### src/rtl/core/i2cm_pkg.sv
`default_nettype none
// ----------------------------------------------------------------------------
// I2C master byte engine package
// Shared command codes, status codes, register indexes and the structs
// that travel between the sequencer, the output stage and the top level.
// ----------------------------------------------------------------------------
package i2cm_pkg;

  typedef enum logic [2:0] {
    OP_NONE  = 3'd0,
    OP_START = 3'd1,
    OP_STOP  = 3'd2,
    OP_WRITE = 3'd3,
    OP_READ  = 3'd4
  } op_t;

  localparam logic [1:0] ST_OK       = 2'd0;
  localparam logic [1:0] ST_NACK     = 2'd1;
  localparam logic [1:0] ST_BUS_BUSY = 2'd2;

  localparam logic CFG_PHASE_TICKS  = 1'b0;
  localparam logic CFG_STOP_ON_NACK = 1'b1;

  localparam logic [15:0] PHASE_TICKS_RST = 16'd100;
  localparam logic [7:0]  BYTE_MSB        = 8'h80;

  // Bus phase numbers inside a byte transfer.
  localparam logic [4:0] PH_ACK_HIGH = 5'd17;
  localparam logic [4:0] PH_ACK_LAST = 5'd18;

  typedef struct packed {
    logic [15:0] phase_ticks;
    logic        stop_on_nack;
  } cfg_t;

  typedef struct packed {
    logic       scl_level;
    logic       sda_release;
    logic       busy_res;
    logic       done_res;
    logic [7:0] read_value;
    logic [1:0] status;
  } res_t;

endpackage
`default_nettype wire

### src/rtl/core/i2cm_seq.sv
`default_nettype none
// ----------------------------------------------------------------------------
// I2C master bus phase sequencer
// Holds the command state and advances it by one base-clock tick for every
// accepted input item, producing that tick's line levels and status.
// ----------------------------------------------------------------------------
module i2cm_seq (
  input  wire logic           clk,
  input  wire logic           rst_n,
  input  wire logic           step_en,
  input  wire i2cm_pkg::cfg_t cfg,
  input  wire logic [2:0]     opcode,
  input  wire logic [7:0]     data_byte,
  input  wire logic           send_ack,
  input  wire logic           sda_in,
  output i2cm_pkg::res_t      res
);

  i2cm_pkg::op_t active_r, active_nxt;
  logic [4:0]    phase_r, phase_nxt;
  logic [3:0]    bitc_r, bitc_nxt;
  logic [7:0]    shift_r, shift_nxt;
  logic [15:0]   wait_r, wait_nxt;
  logic          scl_r, scl_nxt;
  logic          sda_r, sda_nxt;
  logic [1:0]    status_r, status_nxt;
  logic          ackd_r, ackd_nxt;
  logic [7:0]    rbyte_r, rbyte_nxt;
  logic          nstop_r, nstop_nxt;

  i2cm_pkg::op_t op_in;
  i2cm_pkg::op_t cmd;
  logic          start;
  logic [15:0]   len;
  logic          fin;
  logic          restart;
  logic          odd_bit;

  always_comb begin
    op_in = i2cm_pkg::op_t'(opcode);
    start = (active_r == i2cm_pkg::OP_NONE) && (opcode != 3'(i2cm_pkg::OP_NONE)) &&
            (opcode <= 3'(i2cm_pkg::OP_READ));
    len   = (cfg.phase_ticks == 16'd0) ? 16'd1 : cfg.phase_ticks;

    cmd        = start ? op_in : active_r;
    active_nxt = cmd;
    phase_nxt  = start ? 5'd0 : phase_r;
    bitc_nxt   = start ? 4'd0 : bitc_r;
    wait_nxt   = start ? 16'd0 : wait_r;
    shift_nxt  = (start && op_in == i2cm_pkg::OP_WRITE) ? data_byte : shift_r;
    ackd_nxt   = (start && op_in == i2cm_pkg::OP_READ) ? send_ack : ackd_r;
    rbyte_nxt  = (start && op_in == i2cm_pkg::OP_READ) ? 8'd0 : rbyte_r;
    nstop_nxt  = start ? 1'b0 : nstop_r;
    scl_nxt    = scl_r;
    sda_nxt    = sda_r;
    status_nxt = status_r;
    fin        = 1'b0;
    restart    = 1'b0;
    odd_bit    = (phase_nxt < 5'd16) && phase_nxt[0];

    res.busy_res = 1'b0;
    res.done_res = 1'b0;

    if (cmd != i2cm_pkg::OP_NONE) begin
      res.busy_res = 1'b1;

      // Line levels for the current phase.
      unique case (cmd)
        i2cm_pkg::OP_START: begin
          scl_nxt = phase_nxt < 5'd3;
          sda_nxt = phase_nxt < 5'd2;
        end
        i2cm_pkg::OP_STOP: begin
          scl_nxt = phase_nxt != 5'd0;
          sda_nxt = phase_nxt == 5'd2;
        end
        i2cm_pkg::OP_WRITE: begin
          if (phase_nxt < 5'd16) begin
            scl_nxt = phase_nxt[0];
            sda_nxt = |(shift_nxt & (i2cm_pkg::BYTE_MSB >> bitc_nxt[2:0]));
          end else begin
            scl_nxt = phase_nxt == i2cm_pkg::PH_ACK_HIGH;
            sda_nxt = 1'b1;
          end
        end
        default: begin
          if (phase_nxt < 5'd16) begin
            scl_nxt = phase_nxt[0];
            sda_nxt = 1'b1;
          end else begin
            scl_nxt = phase_nxt == i2cm_pkg::PH_ACK_HIGH;
            sda_nxt = !ackd_nxt;
          end
        end
      endcase

      wait_nxt = wait_nxt + 16'd1;
      if (wait_nxt >= len) begin
        wait_nxt = 16'd0;
        unique case (cmd)
          i2cm_pkg::OP_START: begin
            if (phase_nxt == 5'd1 && !sda_in) begin
              status_nxt = i2cm_pkg::ST_BUS_BUSY;
              fin        = 1'b1;
            end else if (phase_nxt == 5'd3) begin
              status_nxt = i2cm_pkg::ST_OK;
              fin        = 1'b1;
            end
          end
          i2cm_pkg::OP_STOP: begin
            if (phase_nxt == 5'd2) begin
              status_nxt = nstop_nxt ? i2cm_pkg::ST_NACK : i2cm_pkg::ST_OK;
              nstop_nxt  = 1'b0;
              fin        = 1'b1;
            end
          end
          i2cm_pkg::OP_WRITE: begin
            if (odd_bit) bitc_nxt = bitc_nxt + 4'd1;
            if (phase_nxt == i2cm_pkg::PH_ACK_HIGH) ackd_nxt = !sda_in;
            if (phase_nxt == i2cm_pkg::PH_ACK_LAST) begin
              if (ackd_nxt) begin
                status_nxt = i2cm_pkg::ST_OK;
                fin        = 1'b1;
              end else begin
                status_nxt = i2cm_pkg::ST_NACK;
                if (cfg.stop_on_nack) begin
                  // A refused byte chains straight into a STOP.
                  nstop_nxt  = 1'b1;
                  active_nxt = i2cm_pkg::OP_STOP;
                  phase_nxt  = 5'd0;
                  bitc_nxt   = 4'd0;
                  restart    = 1'b1;
                end else begin
                  fin = 1'b1;
                end
              end
            end
          end
          default: begin
            if (odd_bit) begin
              rbyte_nxt = {rbyte_nxt[6:0], sda_in};
              bitc_nxt  = bitc_nxt + 4'd1;
            end
            if (phase_nxt == i2cm_pkg::PH_ACK_LAST) begin
              status_nxt = i2cm_pkg::ST_OK;
              fin        = 1'b1;
            end
          end
        endcase
        if (!fin && !restart) phase_nxt = phase_nxt + 5'd1;
      end
    end

    if (fin && cmd == i2cm_pkg::OP_START && status_nxt == i2cm_pkg::ST_BUS_BUSY) begin
      scl_nxt = 1'b1;
      sda_nxt = 1'b1;
    end

    res.scl_level   = scl_nxt;
    res.sda_release = sda_nxt;
    res.read_value  = rbyte_nxt;
    res.status      = status_nxt;

    if (fin) begin
      res.done_res = 1'b1;
      // The read's acknowledge level is released once the transfer ends.
      if (cmd == i2cm_pkg::OP_READ) sda_nxt = 1'b1;
      active_nxt = i2cm_pkg::OP_NONE;
      phase_nxt  = 5'd0;
    end
  end

  always_ff @(posedge clk) begin
    if (!rst_n) begin
      active_r <= i2cm_pkg::OP_NONE;
      phase_r  <= 5'd0;
      bitc_r   <= 4'd0;
      shift_r  <= 8'd0;
      wait_r   <= 16'd0;
      scl_r    <= 1'b1;
      sda_r    <= 1'b1;
      status_r <= i2cm_pkg::ST_OK;
      ackd_r   <= 1'b0;
      rbyte_r  <= 8'd0;
      nstop_r  <= 1'b0;
    end else if (step_en) begin
      active_r <= active_nxt;
      phase_r  <= phase_nxt;
      bitc_r   <= bitc_nxt;
      shift_r  <= shift_nxt;
      wait_r   <= wait_nxt;
      scl_r    <= scl_nxt;
      sda_r    <= sda_nxt;
      status_r <= status_nxt;
      ackd_r   <= ackd_nxt;
      rbyte_r  <= rbyte_nxt;
      nstop_r  <= nstop_nxt;
    end
  end

endmodule
`default_nettype wire

### src/rtl/core/i2cm_obuf.sv
`default_nettype none
// ----------------------------------------------------------------------------
// I2C master result register
// Holds one result until the output transfer completes; a new result can
// be loaded in the same cycle the held one leaves.
// ----------------------------------------------------------------------------
module i2cm_obuf (
  input  wire logic           clk,
  input  wire logic           rst_n,
  input  wire logic           load,
  input  wire i2cm_pkg::res_t res_in,
  output logic                can_load,
  output logic                out_valid,
  input  wire logic           out_ready,
  output i2cm_pkg::res_t      res_out
);

  logic           valid_r, valid_nxt;
  i2cm_pkg::res_t data_r;

  assign can_load  = !valid_r || out_ready;
  assign valid_nxt = load || (valid_r && !out_ready);
  assign out_valid = valid_r;
  assign res_out   = data_r;

  always_ff @(posedge clk) begin
    if (!rst_n) begin
      valid_r <= 1'b0;
    end else begin
      valid_r <= valid_nxt;
    end
  end

  always_ff @(posedge clk) begin
    if (load) begin
      data_r <= res_in;
    end
  end

endmodule
`default_nettype wire

### src/rtl/core/i2c_master_byte_engine_unit.sv
`default_nettype none
// ----------------------------------------------------------------------------
// I2C master byte engine
// Top level: configuration registers, phase sequencer and result register.
// ----------------------------------------------------------------------------
// Each input transfer is one base-clock tick of the bus engine and yields
// exactly one result transfer carrying SCL, SDA, busy, done, the last byte
// read and the status. A tick is taken every cycle while the result register
// can load: the sequencer updates its state in one pass and the result is
// held in an output register, so the result is registered and the next tick
// is accepted in the same cycle the previous result leaves. Opcodes are
// looked at only while no command runs. phase_ticks sets the ticks per half
// bit (0 acts as 1); write the configuration only while the engine is idle.
module i2c_master_byte_engine_unit (
  input  wire logic        clk,
  input  wire logic        rst_n,
  input  wire logic        cfg_we,
  input  wire logic        cfg_index,
  input  wire logic [15:0] cfg_wdata,
  input  wire logic        in_valid,
  output logic             in_ready,
  input  wire logic [2:0]  in_opcode,
  input  wire logic [7:0]  in_data_byte,
  input  wire logic        in_send_ack,
  input  wire logic        in_sda_in,
  output logic             out_valid,
  input  wire logic        out_ready,
  output logic             out_scl_level,
  output logic             out_sda_release,
  output logic             out_busy_res,
  output logic             out_done_res,
  output logic [7:0]       out_read_value,
  output logic [1:0]       out_status
);

  i2cm_pkg::cfg_t cfg_r;
  i2cm_pkg::res_t step_res;
  i2cm_pkg::res_t held_res;
  logic           can_load;
  logic           step_en;

  always_ff @(posedge clk) begin
    if (!rst_n) begin
      cfg_r.phase_ticks  <= i2cm_pkg::PHASE_TICKS_RST;
      cfg_r.stop_on_nack <= 1'b1;
    end else if (cfg_we) begin
      unique case (cfg_index)
        i2cm_pkg::CFG_PHASE_TICKS:  cfg_r.phase_ticks  <= cfg_wdata;
        i2cm_pkg::CFG_STOP_ON_NACK: cfg_r.stop_on_nack <= cfg_wdata[0];
        default: ;
      endcase
    end
  end

  assign in_ready = can_load;
  assign step_en  = in_valid && can_load;

  i2cm_seq u_seq (
    .clk       (clk),
    .rst_n     (rst_n),
    .step_en   (step_en),
    .cfg       (cfg_r),
    .opcode    (in_opcode),
    .data_byte (in_data_byte),
    .send_ack  (in_send_ack),
    .sda_in    (in_sda_in),
    .res       (step_res)
  );

  i2cm_obuf u_obuf (
    .clk       (clk),
    .rst_n     (rst_n),
    .load      (step_en),
    .res_in    (step_res),
    .can_load  (can_load),
    .out_valid (out_valid),
    .out_ready (out_ready),
    .res_out   (held_res)
  );

  assign out_scl_level   = held_res.scl_level;
  assign out_sda_release = held_res.sda_release;
  assign out_busy_res    = held_res.busy_res;
  assign out_done_res    = held_res.done_res;
  assign out_read_value  = held_res.read_value;
  assign out_status      = held_res.status;

  // A completed command always reports itself as busy on its last tick.
  a_done_busy: assert property (@(posedge clk) disable iff (!rst_n)
    out_valid && out_done_res |-> out_busy_res)
    else $error("done without busy");

  a_status_code: assert property (@(posedge clk) disable iff (!rst_n)
    out_valid |-> out_status != 2'd3)
    else $error("undefined status code");

  // A START refused for a busy bus leaves both lines released.
  a_busy_release: assert property (@(posedge clk) disable iff (!rst_n)
    out_valid && out_done_res && out_status == i2cm_pkg::ST_BUS_BUSY
      |-> out_scl_level && out_sda_release)
    else $error("lines held after bus-busy start");

  a_ready_empty: assert property (@(posedge clk) disable iff (!rst_n)
    !out_valid |-> in_ready)
    else $error("input stalled with empty result register");

endmodule
`default_nettype wire
### config.mk
export PLATFORM = sky130hd
export DESIGN_NAME = i2c_master_byte_engine_unit
export DESIGN_NICKNAME = d
export VERILOG_FILES = /design/src/rtl/core/i2cm_pkg.sv /design/src/rtl/core/i2cm_seq.sv /design/src/rtl/core/i2cm_obuf.sv /design/src/rtl/core/i2c_master_byte_engine_unit.sv
export SDC_FILE = /design/constraint.sdc
export NUM_CORES = 1
export LEC_CHECK = 0
export ABC_AREA = 1
export BUFFER_PORTS_ARGS = -buffer_cell sky130_fd_sc_hd__buf_2
export CELL_PAD_IN_SITES_DETAIL_PLACEMENT = 0
export CELL_PAD_IN_SITES_GLOBAL_PLACEMENT = 1
export CORE_AREA = 2 2 113 115
export DETAILED_ROUTE_END_ITERATION = 12
export DIE_AREA = 0 0 115 117
export PLACE_DENSITY_LB_ADDON = 0.25
export REMOVE_ABC_BUFFERS = 1
export SYNTH_ARGS = -nofsm -noshare
export SYNTH_HDL_FRONTEND = slang
export SYNTH_SLANG_ARGS = --single-unit
### constraint.sdc
create_clock -name clk -period 4.95 [get_ports clk]
set_input_delay 0.2475 -clock clk [delete_from_list [all_inputs] [get_ports clk]]
set_output_delay 0.2475 -clock clk [all_outputs]
set_load 0.005 [all_outputs]
==> results.py, run 1 <==
metrics = {
    "placement": {
        "place_hpwl_mm": 9.19,
        "dpl-instance-area_um2": 5460,
        "dpl.cell_count": 905,
        "gp_congestion": 0.907,
        "portBuffers": 50,
    },
    "power": {
        "comb_power_share_pct": 22.7,
        "power_switching_mw": 0.594,
        "ir_drop_v": 0.000126,
        "pwr_density_cell_nw_per_um2": 322,
        "intPower_mw": 1.26,
        "sequentialPowerShare_pct": 40.6,
        "pwr-share-clk_pct": 36.7,
        "switching_share_pct": 31.9,
        "p_leak_nw": 2.75,
    },
    "critical_path": {
        "r2r_start": "u_seq.active_r[0]",
        "crit_path_max_incr_delay_ps": 480,
        "required_ps": 5200,
        "critPathMostFrequentCell": "nand2_1",
        "worst-endpoint-arrival_ps": 4640,
        "reg2regPathDepth": 24,
        "crit_type": "reg -> reg",
        "cp-end-kind": "flop",
        "start_kind": "flop",
        "cp_cell_sequence": "inv_2 > nand2_1 > nor2_4 > nand3_4 > inv_4 > nor2_1 > ha_1 > inv_1 > nor3_2 > nand2_1 > nor3_4 > nand2_1 > xnor2_1 > ha_1 > nand2_1 > inv_1 > o21ai_0 > a21oi_1 > nor2_1 > nand3_1 > nor2_2 > buf_4 > nand2_1 > a221oi_1",
        "startpoint": "u_seq.active_r[0]",
        "path_max_fanout": 14,
        "cp_slowest_cell": "nor2_2",
    },
    "clock_network": {
        "clock_sinks": 81,
        "clk_latency_ps": 350,
        "tritoncts": "done",
        "ctsHtreeMaxLevel": 3,
        "hold_buffers": 0,
        "ctsRootBufferMaster": "clkbuf_16",
        "cts_buffers": 9,
        "clkTransAtPathRegs_ps": 60,
        "cts_resized": 0,
        "clk_path_buf_depth": 2,
        "cts_setup_buffers": 0,
    },
    "sta": {
        "setup_violations": 0,
        "fin_hold_ws_ps": 121,
        "relSlewSlack_pct": 39.7,
        "period_share_pct": 88.6,
        "tns_ps": 0,
        "slew_violations": 0,
        "rsz0062_at_grt": "false",
        "period_needed_ps": 4380,
        "fmax_ghz": 0.228,
        "skew_ps": 9.58,
        "tightest_slew_ps": 904,
        "hold_viol_final": 0,
    },
    "drt": {
        "highest_layer": "met4",
        "vias": 4677,
        "wl_mm": 12.7,
        "drc_errors": 0,
        "wl_met2_mm": 5.74,
        "vias_per_cell": 5.08,
        "wl_met1_mm": 6.37,
        "postRouteAntennaNets": 0,
        "drt_iter0_drc": 214,
        "wl_per_cell_um": 13.8,
        "firstDrtPassIters": 5,
        "wl_met3_um": 411,
    },
    "yosys": {
        "yosysSeqAreaShare_pct": 34.5,
        "synthCells": 725,
        "synth_area_leaders": "dfxtp_1 26%, nand2_1 10%, a21oi_1 8.5%",
        "yosysUniqueCellTypes": 48,
        "ys.flop_type": "dfxtp_1",
        "ys_async_sr_fraction_pct": 0,
        "yosysWarnings": 0,
        "syn-cell-area_um2": 5110,
        "yosysTopAreaCell": "dfxtp_1",
        "synth_top_area_share_pct": 26.2,
        "syn_avg_cell_area_um2": 7.05,
        "synth-seq-cells": 81,
        "synth_edf_count": 14,
    },
    "global_routing": {
        "grt_max_degree": 66,
        "antenna_found_initial": 0,
        "grtUsageTotal_pct": 19.6,
        "grt_pass1_vias": 4355,
        "overflow": 0,
        "grt_first_pass_wirelength_mm": 20.9,
    },
    "min_path": {
        "hold_path.class": "in -> reg",
        "holdPathStages": 3,
        "min_from": "cfg_wdata[6]",
    },
    "final_layout": {
        "n_antenna_cell": 0,
        "fin_util_pct": 46.8,
        "instances_no_fill": 921,
        "final_common_cell": "nand2_1",
        "final_layout_size_suffix_gt1_share_pct": 16.5,
        "layout.nets": 825,
        "final_cell_mix": "141 x nand2_1, 107 x inv_1, 87 x a21oi_1",
        "final_area_um2": 5760,
        "layout-area-overhead-vs-synth_pct": 12.7,
    },
    "floorplanning": {
        "core-area_um2": 12300,
        "dieArea_um2": 13500,
        "start_util_pct": 41.5,
        "die_h_um": 117,
        "die-width_um": 115,
        "rows": 41,
        "ios": 51,
    },
    "run": {
        "cap_violations": 0,
    },
    "status": {
        "outcome": "complete, no violations",
    },
}
registers in the layout (all words and copies together), names as in the netlist:
register and count:
u_seq.rbyte_r 8, u_seq.scl_r 1, u_seq.sda_r 1, u_obuf.out_valid 1, u_seq.active_r 3, u_seq.bitc_r 3, u_seq.nstop_r 1, u_seq.wait_r 16
u_obuf.res_out 14, u_seq.phase_r 5, cfg_r 17, u_seq.status_r 2, u_seq.shift_r 8, u_seq.ackd_r 1
power by group through the flow:
stage                     Sequential, mW  Combinational, mW  Clock, mW
after floorplan                    0.764              0.294          0
after global placement             0.767              0.417          0
after detailed placement           0.768              0.423          0
after CTS                          0.754              0.424      0.695
after global routing               0.760              0.482      0.724
final                              0.754              0.422      0.682
worst max-delay path: cells and delay by family (launching register included):
kind / cells / cell delay [ps]
compound gates: 3 / 360
xor+xnor: 1 / 280
fa+ha+maj: 2 / 480
buf+inv: 5 / 520
flops: 1 / 340
simple gates: 13 / 2330
layer usage:
| layer | GRT usage [%] | vias to the layer above |
|---|---|---|
| met5 | 0 | - |
| met4 | 7.15 | 0 |
| met3 | 2.78 | 15 |
| met2 | 31.7 | 77 |
| met1 | 26.8 | 2121 |
| li1 | - | 2464 |
cell type report:
type	count	area, um2
clock buffers	10	239
clock inverters	6	56.3
fillers	1297	6550
inverters	121	458
multi-input cells	497	2760
flip-flops and latches	81	1760
well taps	150	188
repair buffers	56	295
final timing paths:
kind / end / slack [ps]
worst max-delay path: u_seq.wait_r[5] / 570
worst max register to register: u_seq.wait_r[5] / 570
worst min-delay path: cfg_r[7] / 120
worst min register to register: u_seq.scl_r / 470
kinds of logic (layout without fill, tap and decap cells):
family / after synthesis / after routing / synth area share, %
adders and majority gates: 24 / 24 / 5.88
xor gates and xnor gates: 13 / 13 / 2.37
buffers and inverters: 147 / 193 / 11.6
AOI/OAI and AO/OA: 188 / 188 / 20.6
DFF: 81 / 81 / 34.5
and+or+nand+nor: 272 / 272 / 25.1
synthesized netlist by cell type (8+ instances only):
master,n
nand2_1,142
inv_1,107
a21oi_1,87
dfxtp_1,67
o21ai_0,65
nor2_1,51
nand3_1,27
ha_1,24
clkbuf_1,14
edfxtp_1,14
inv_2,11
nand4_1,11
xor2_1,10
o211ai_1,9
nand2_2,8
nor2_2,8
through the flow:
| step | power [mW] | worst slack, ps |
|---|---|---|
| after floorplan | 1.06 | 1110 |
| after global placement | 1.18 | 540 |
| after detailed placement | 1.19 | 327 |
| after CTS | 1.87 | 418 |
| after global routing | 1.97 | 94.9 |
| final | 1.86 | 565 |
(Power assumes the default switching activity.)
==> inputs of run 2 (changes only) <==
Settings changed: ABC_AREA 1 to unset, CAP_MARGIN set to 20, CORE_AREA 2 2 113 115 to 2 2 108 110, DIE_AREA 0 0 115 117 to 0 0 110 112.
==> run 2 against run 1 <==
Against the previous run: synthesized area fell by 5.8%; maximum frequency is 2.9% lower; non-clock buffer count rose by 7; setup slack worse by 130 ps; critical endpoint is now u_seq.phase_r[3]; largest power group unchanged.
==> results.py, run 2 <==
metrics = {
    "min_path": {
        "holdPathEnd": "cfg_r[7]",
        "holdPathStages": 3,
        "min_from": "cfg_wdata[6]",
        "hold_path.class": "in -> reg",
    },
    "status": {
        "outcome": "complete, no violations",
    },
    "final_layout": {
        "top_register": "cfg_r",
        "layout.nets": 685,
        "final_common_cell": "nand2_1",
        "layout-area-overhead-vs-synth_pct": 14.5,
        "final_area_um2": 5520,
        "regArea_um2": 1760,
        "instances_no_fill": 774,
        "n_antenna_cell": 0,
        "final_layout_size_suffix_gt1_share_pct": 16.6,
        "largest_reg_flops": 17,
        "multi_input_area_um2": 2820,
        "final_cell_mix": "93 x nand2_1, 67 x dfxtp_1, 54 x a21oi_1",
        "nFillCells": 1062,
    },
    "yosys": {
        "yosysUniqueCellTypes": 69,
        "synth_area_leaders": "dfxtp_1 28%, edfxtp_1 8.7%, nand2_1 7.2%",
        "synthCells": 585,
        "ys_async_sr_fraction_pct": 0,
        "synth_top_cells_by_count": "93 x nand2_1, 67 x dfxtp_1, 54 x a21oi_1, 48 x nor2_1, 27 x inv_1",
        "synth_top_area_share_pct": 27.8,
        "yosysTopAreaCell": "dfxtp_1",
        "syn-cell-area_um2": 4820,
        "synth.most_common_cell": "nand2_1",
        "ys.flop_type": "dfxtp_1",
        "yosysSeqAreaShare_pct": 36.6,
        "synth_edf_count": 14,
        "syn_avg_cell_area_um2": 8.23,
        "synth-seq-cells": 81,
        "yosysWarnings": 0,
    },
    "drt": {
        "drc_errors": 0,
        "vias": 4458,
        "firstDrtPassIters": 5,
        "postRouteAntennaNets": 0,
        "vias_per_cell": 5.76,
        "wl_per_cell_um": 16.6,
        "drt_iter0_drc": 275,
        "wl_mm": 12.8,
    },
    "sta": {
        "skew_ps": 8.59,
        "fmax_ghz": 0.221,
        "period_needed_ps": 4520,
        "tightest_slew_ps": 874,
        "tns_ps": 0,
        "setup_violations": 0,
        "relSlewSlack_pct": 41.5,
        "period_share_pct": 91.2,
        "slew_violations": 0,
        "hold_viol_final": 0,
        "rsz0062_at_grt": "false",
    },
    "placement": {
        "gp_congestion": 0.898,
        "dpl.cell_count": 757,
        "dpl-instance-area_um2": 5200,
        "portBuffers": 50,
        "place_hpwl_mm": 9.22,
    },
    "critical_path": {
        "startpoint": "u_seq.active_r[0]",
        "rr_endpoint": "u_seq.phase_r[3]",
        "path_max_fanout": 13,
        "cp-end-kind": "flop",
        "crit_type": "reg -> reg",
        "r2r_start": "u_seq.active_r[0]",
        "rrSetupSlack_ps": 430,
        "required_ps": 5240,
        "reg2regPathDepth": 19,
        "worst-endpoint-arrival_ps": 4810,
        "start_kind": "flop",
    },
    "floorplanning": {
        "dieArea_um2": 12300,
        "rows": 39,
        "core-area_um2": 11200,
        "die-width_um": 110,
        "start_util_pct": 43.1,
        "ios": 51,
        "die_h_um": 112,
    },
    "run": {
        "cap_violations": 0,
    },
    "clock_network": {
        "cts_buffers": 9,
        "ctsHtreeMaxLevel": 3,
        "clkTransAtPathRegs_ps": 70,
        "ctsRootBufferMaster": "clkbuf_16",
        "cts_setup_buffers": 0,
        "tritoncts": "done",
        "clk_path_buf_depth": 2,
        "clk_latency_ps": 350,
        "clock_sinks": 81,
    },
    "global_routing": {
        "grt_pass1_vias": 4205,
        "grtUsageTotal_pct": 22.0,
        "grt_max_degree": 35,
        "antenna_found_initial": 0,
        "overflow": 0,
        "grt_first_pass_wirelength_mm": 21.1,
    },
    "power": {
        "p_leak_nw": 2.11,
        "power.total_mw": 1.59,
        "pwr_density_cell_nw_per_um2": 287,
        "ir_drop_v": 0.000165,
    },
}
-- run 2: cell count changes after synthesis, moves of 7 or more --
cell / delta
inv_1: -80
nand2_1: -49
o21ai_0: -39
a21oi_1: -33
clkbuf_1: +11
inv_2: -11
and2_1: +9
mux2i_1: +9
a22o_1: +8
nand2_2: -8
nor2_2: -8
nor3_1: +8
a22oi_1: +7
-- run 2: critical path, stage by stage (launching register included) --
cell	delay, ps
dfxtp_1	390
or3_4	530
or3_4	370
and2_1	190
ha_1	210
nand3_1	140
nor2_1	80
and4_1	270
nand3_1	120
xor2_1	160
nor2_1	80
ha_1	330
o2111ai_1	120
a311oi_1	280
nor2_1	120
a211oi_1	220
buf_4	230
nand4_1	120
or4_1	420
nand3_1	90
-- run 2: what timing repair did --
item | CTS | global route
resized for setup | 0 | 1
setup endpoints to repair | 0 | 7
hold buffers | 0 | 0
-- run 2: cell families after synthesis --
family,after synthesis,share of synthesized area [%]
simple gates,237,24.2
compound gates,155,21.7
flops,81,36.6
buf+inv,61,5.19
fa+ha+maj,24,6.23
mux,14,3.74
xor+xnor,13,2.36
-- run 2: power by group --
group          total [mW]  internal (mW)  leakage [nW]  switching [mW]
Clock               0.690          0.395         0.139           0.294
Combinational       0.192         0.0660          1.29           0.126
Sequential          0.705          0.692         0.682          0.0131
-- run 2: stage by stage --
| step | hold WS (ps) | utilization, % | setup WS [ps] |
|---|---|---|---|
| final | 124 | 49.4 | 433 |
| after global routing | 127 | 49.4 | 54.3 |
| after CTS | 113 | 49.3 | 390 |
| after detailed placement | 442 | 46.5 | 411 |
| after global placement | 438 | 46.5 | 515 |
| after floorplan | 319 | - | -161 |
-- run 2: cell type report --
class,count,share of cell area [%]
Tap cell,143,3.24
Clock inverter,7,1.43
Sequential cell,81,31.9
Multi-Input combinational cell,443,51.1
Timing Repair Buffer,63,6.30
Clock buffer,9,4.08
Inverter,28,1.90
-- run 2: how the worst max path moves through the flow --
stage	end	slack, ps	cells after the start
after floorplan	u_seq.rbyte_r[1]	-160	18
after global placement	u_seq.rbyte_r[5]	510	18
after detailed placement	u_seq.rbyte_r[2]	410	18
after CTS	u_seq.rbyte_r[2]	390	18
after global routing	u_seq.phase_r[3]	50	19
final	u_seq.phase_r[3]	430	19
-- run 2: metal layers --
metal	GRT usage, %	up-vias	share of wire, %
li1	-	2214	-
met1	29.1	2092	46
met2	35.3	131	47
met3	3.51	21	4.5
met4	8.78	0	1.9
met5	0	-	0
==> inputs of run 3 (changes only) <==
Settings changed: CTS_CLUSTER_SIZE set to 12.
Clock period 4.95 ns to 4.4 ns, I/O delays scaled along.
==> run 3 against run 2 <==
Against the previous run: clock power rose by 8.8%; critical path type unchanged; critical path depth stayed put; die area unchanged; maximum frequency increased by 6.1%; first-iteration DRC count is 17% lower; register-to-register slack worse by 290 ps; via count increased by 0.31%; count of clock-buffer cells in the layout is 1 higher; sequential share of layout area fell by 0.80 points; routed wire length increased by 3.2%; cell count is 1.9% higher; highest routed layer unchanged.
==> results.py, run 3 (same netlist as run 2, synthesis figures left out) <==
metrics = {
    "status": {
        "outcome": "complete, no violations",
    },
    "sta": {
        "slew_violations": 0,
        "relSlewSlack_pct": 47.5,
        "layout_setup_ws_ps": 141,
        "period_needed_ps": 4260,
        "skew_ps": 11.0,
        "period_share_pct": 96.8,
        "setup_violations": 0,
        "tightest_slew_ps": 785,
        "tns_ps": 0,
        "hold_viol_final": 0,
        "fmax_ghz": 0.235,
    },
    "global_routing": {
        "grtUsageTotal_pct": 21.9,
        "overflow": 0,
        "grt_max_degree": 39,
        "antenna_found_initial": 0,
        "grt_pass1_vias": 4247,
        "grt_first_pass_wirelength_mm": 21.0,
    },
    "placement": {
        "portBuffers": 50,
        "gp_congestion": 0.882,
        "place_hpwl_mm": 9.42,
        "dp_slack_ps": 42.4,
        "dpl-instance-area_um2": 5260,
    },
    "power": {
        "sequentialPowerShare_pct": 44.6,
        "intPower_mw": 1.30,
        "p_leak_nw": 2.19,
        "switching_share_pct": 27.0,
        "ir_drop_v": 0.000233,
        "power_switching_mw": 0.478,
        "pwr_density_cell_nw_per_um2": 313,
        "pwr-share-clk_pct": 42.4,
        "comb_power_share_pct": 13.0,
    },
    "drt": {
        "vias": 4472,
        "wl_mm": 13.2,
        "postRouteAntennaNets": 0,
        "drt_iter0_drc": 227,
        "vias_per_cell": 5.67,
        "drc_errors": 0,
        "firstDrtPassIters": 5,
        "wl_per_cell_um": 16.8,
    },
    "floorplanning": {
        "dieArea_um2": 12300,
        "core-area_um2": 11200,
        "rows": 39,
        "ios": 51,
        "die-width_um": 110,
        "start_util_pct": 43.1,
        "die_h_um": 112,
    },
    "critical_path": {
        "crit_path_max_incr_delay_ps": 430,
        "cp-end-kind": "flop",
        "start_kind": "flop",
        "crit_type": "reg -> reg",
        "required_ps": 4690,
        "worst-endpoint-arrival_ps": 4550,
        "cp_cell_sequence": "or3_4 > or3_4 > and2_1 > ha_1 > nand3_2 > nor2_1 > and4_4 > nand3_1 > xor2_1 > nor2_1 > ha_1 > nand3_2 > a311oi_2 > nor2_2 > a211oi_2 > buf_4 > nand4_1 > or4_1 > nand3_1",
        "path_max_fanout": 5,
        "cp_slowest_cell": "or3_4",
    },
    "final_layout": {
        "final_layout_size_suffix_gt1_share_pct": 19.5,
        "top_register": "cfg_r",
        "final_area_um2": 5660,
        "layout-area-overhead-vs-synth_pct": 17.5,
        "final_common_cell": "nand2_1",
        "final_cell_mix": "92 x nand2_1, 67 x dfxtp_1, 53 x a21oi_1",
        "largest_reg_flops": 17,
        "layout.nets": 700,
        "n_antenna_cell": 0,
    },
    "clock_network": {
        "ctsHtreeMaxLevel": 3,
        "clk_path_buf_depth": 2,
        "clock_sinks": 81,
        "clkTransAtPathRegs_ps": 60,
        "ctsRootBufferMaster": "clkbuf_16",
        "hold_buffers": 0,
        "clk_latency_ps": 360,
        "cts_buffers": 9,
        "tritoncts": "done",
    },
    "min_path": {
        "hold_path.class": "in -> reg",
    },
    "run": {
        "cap_violations": 0,
    },
}
run 3: area by class of cell:
type,instances,area (um2)
flip-flops and latches,81,1760
inverters,28,105
repair buffers,78,474
well taps,143,179
multi-input cells,443,2850
fillers,1111,5510
clock inverters,6,58.8
clock buffers,10,229
run 3: layer usage:
metal	vias up	GRT usage [%]	part of all wire (%)
li1	2239	-	-
met1	2097	27.3	45
met2	109	36.6	48
met3	27	4.10	4.3
met4	0	9.54	2.3
met5	-	0	0
run 3: metrics by stage:
stage / hold WS [ps] / util (%) / power, mW / cells
after CTS: 95.3 / 49.7 / 1.77 / 781
after detailed placement: 450 / 47.1 / 1.03 / 765
after global placement: 440 / 47.1 / 1.03 / 765
after global routing: 114 / 50.7 / 1.84 / 789
after floorplan: 292 / - / 0.932 / 552
final: 96.1 / 50.7 / 1.77 / 789
run 3: final timing paths:
check,startpoint,to,slack [ps],cells after the start
worst min register to register,cfg_r[1],cfg_r[1],460,2
worst min-delay path,cfg_wdata[5],cfg_r[6],100,3
worst max-delay path,u_seq.active_r[0],u_seq.phase_r[3],140,19
worst max register to register,u_seq.active_r[0],u_seq.phase_r[3],140,19
run 3: critical path: cells and delay by family, from the launching register on:
kind | cells | cell delay [ps]
fa+ha+maj | 2 | 560
buf+inv | 1 | 200
flops | 1 | 310
xor+xnor | 1 | 150
compound gates | 2 | 560
simple gates | 13 | 2420
run 3: what timing repair did:
item                                    4_1_cts  5_1_grt
setup buffers                                 0        6
endpoints found under the setup margin        0       41
gates resized for setup                       0       13
run 3: power groups by stage:
stage / logic [mW] / registers [mW] / clock network [mW]
2_1_floorplan: 0.125 / 0.807 / 0
3_3_place_gp: 0.220 / 0.806 / 0
3_5_place_dp: 0.224 / 0.807 / 0
4_1_cts: 0.224 / 0.791 / 0.756
5_1_grt: 0.255 / 0.793 / 0.791
6_report: 0.231 / 0.791 / 0.751
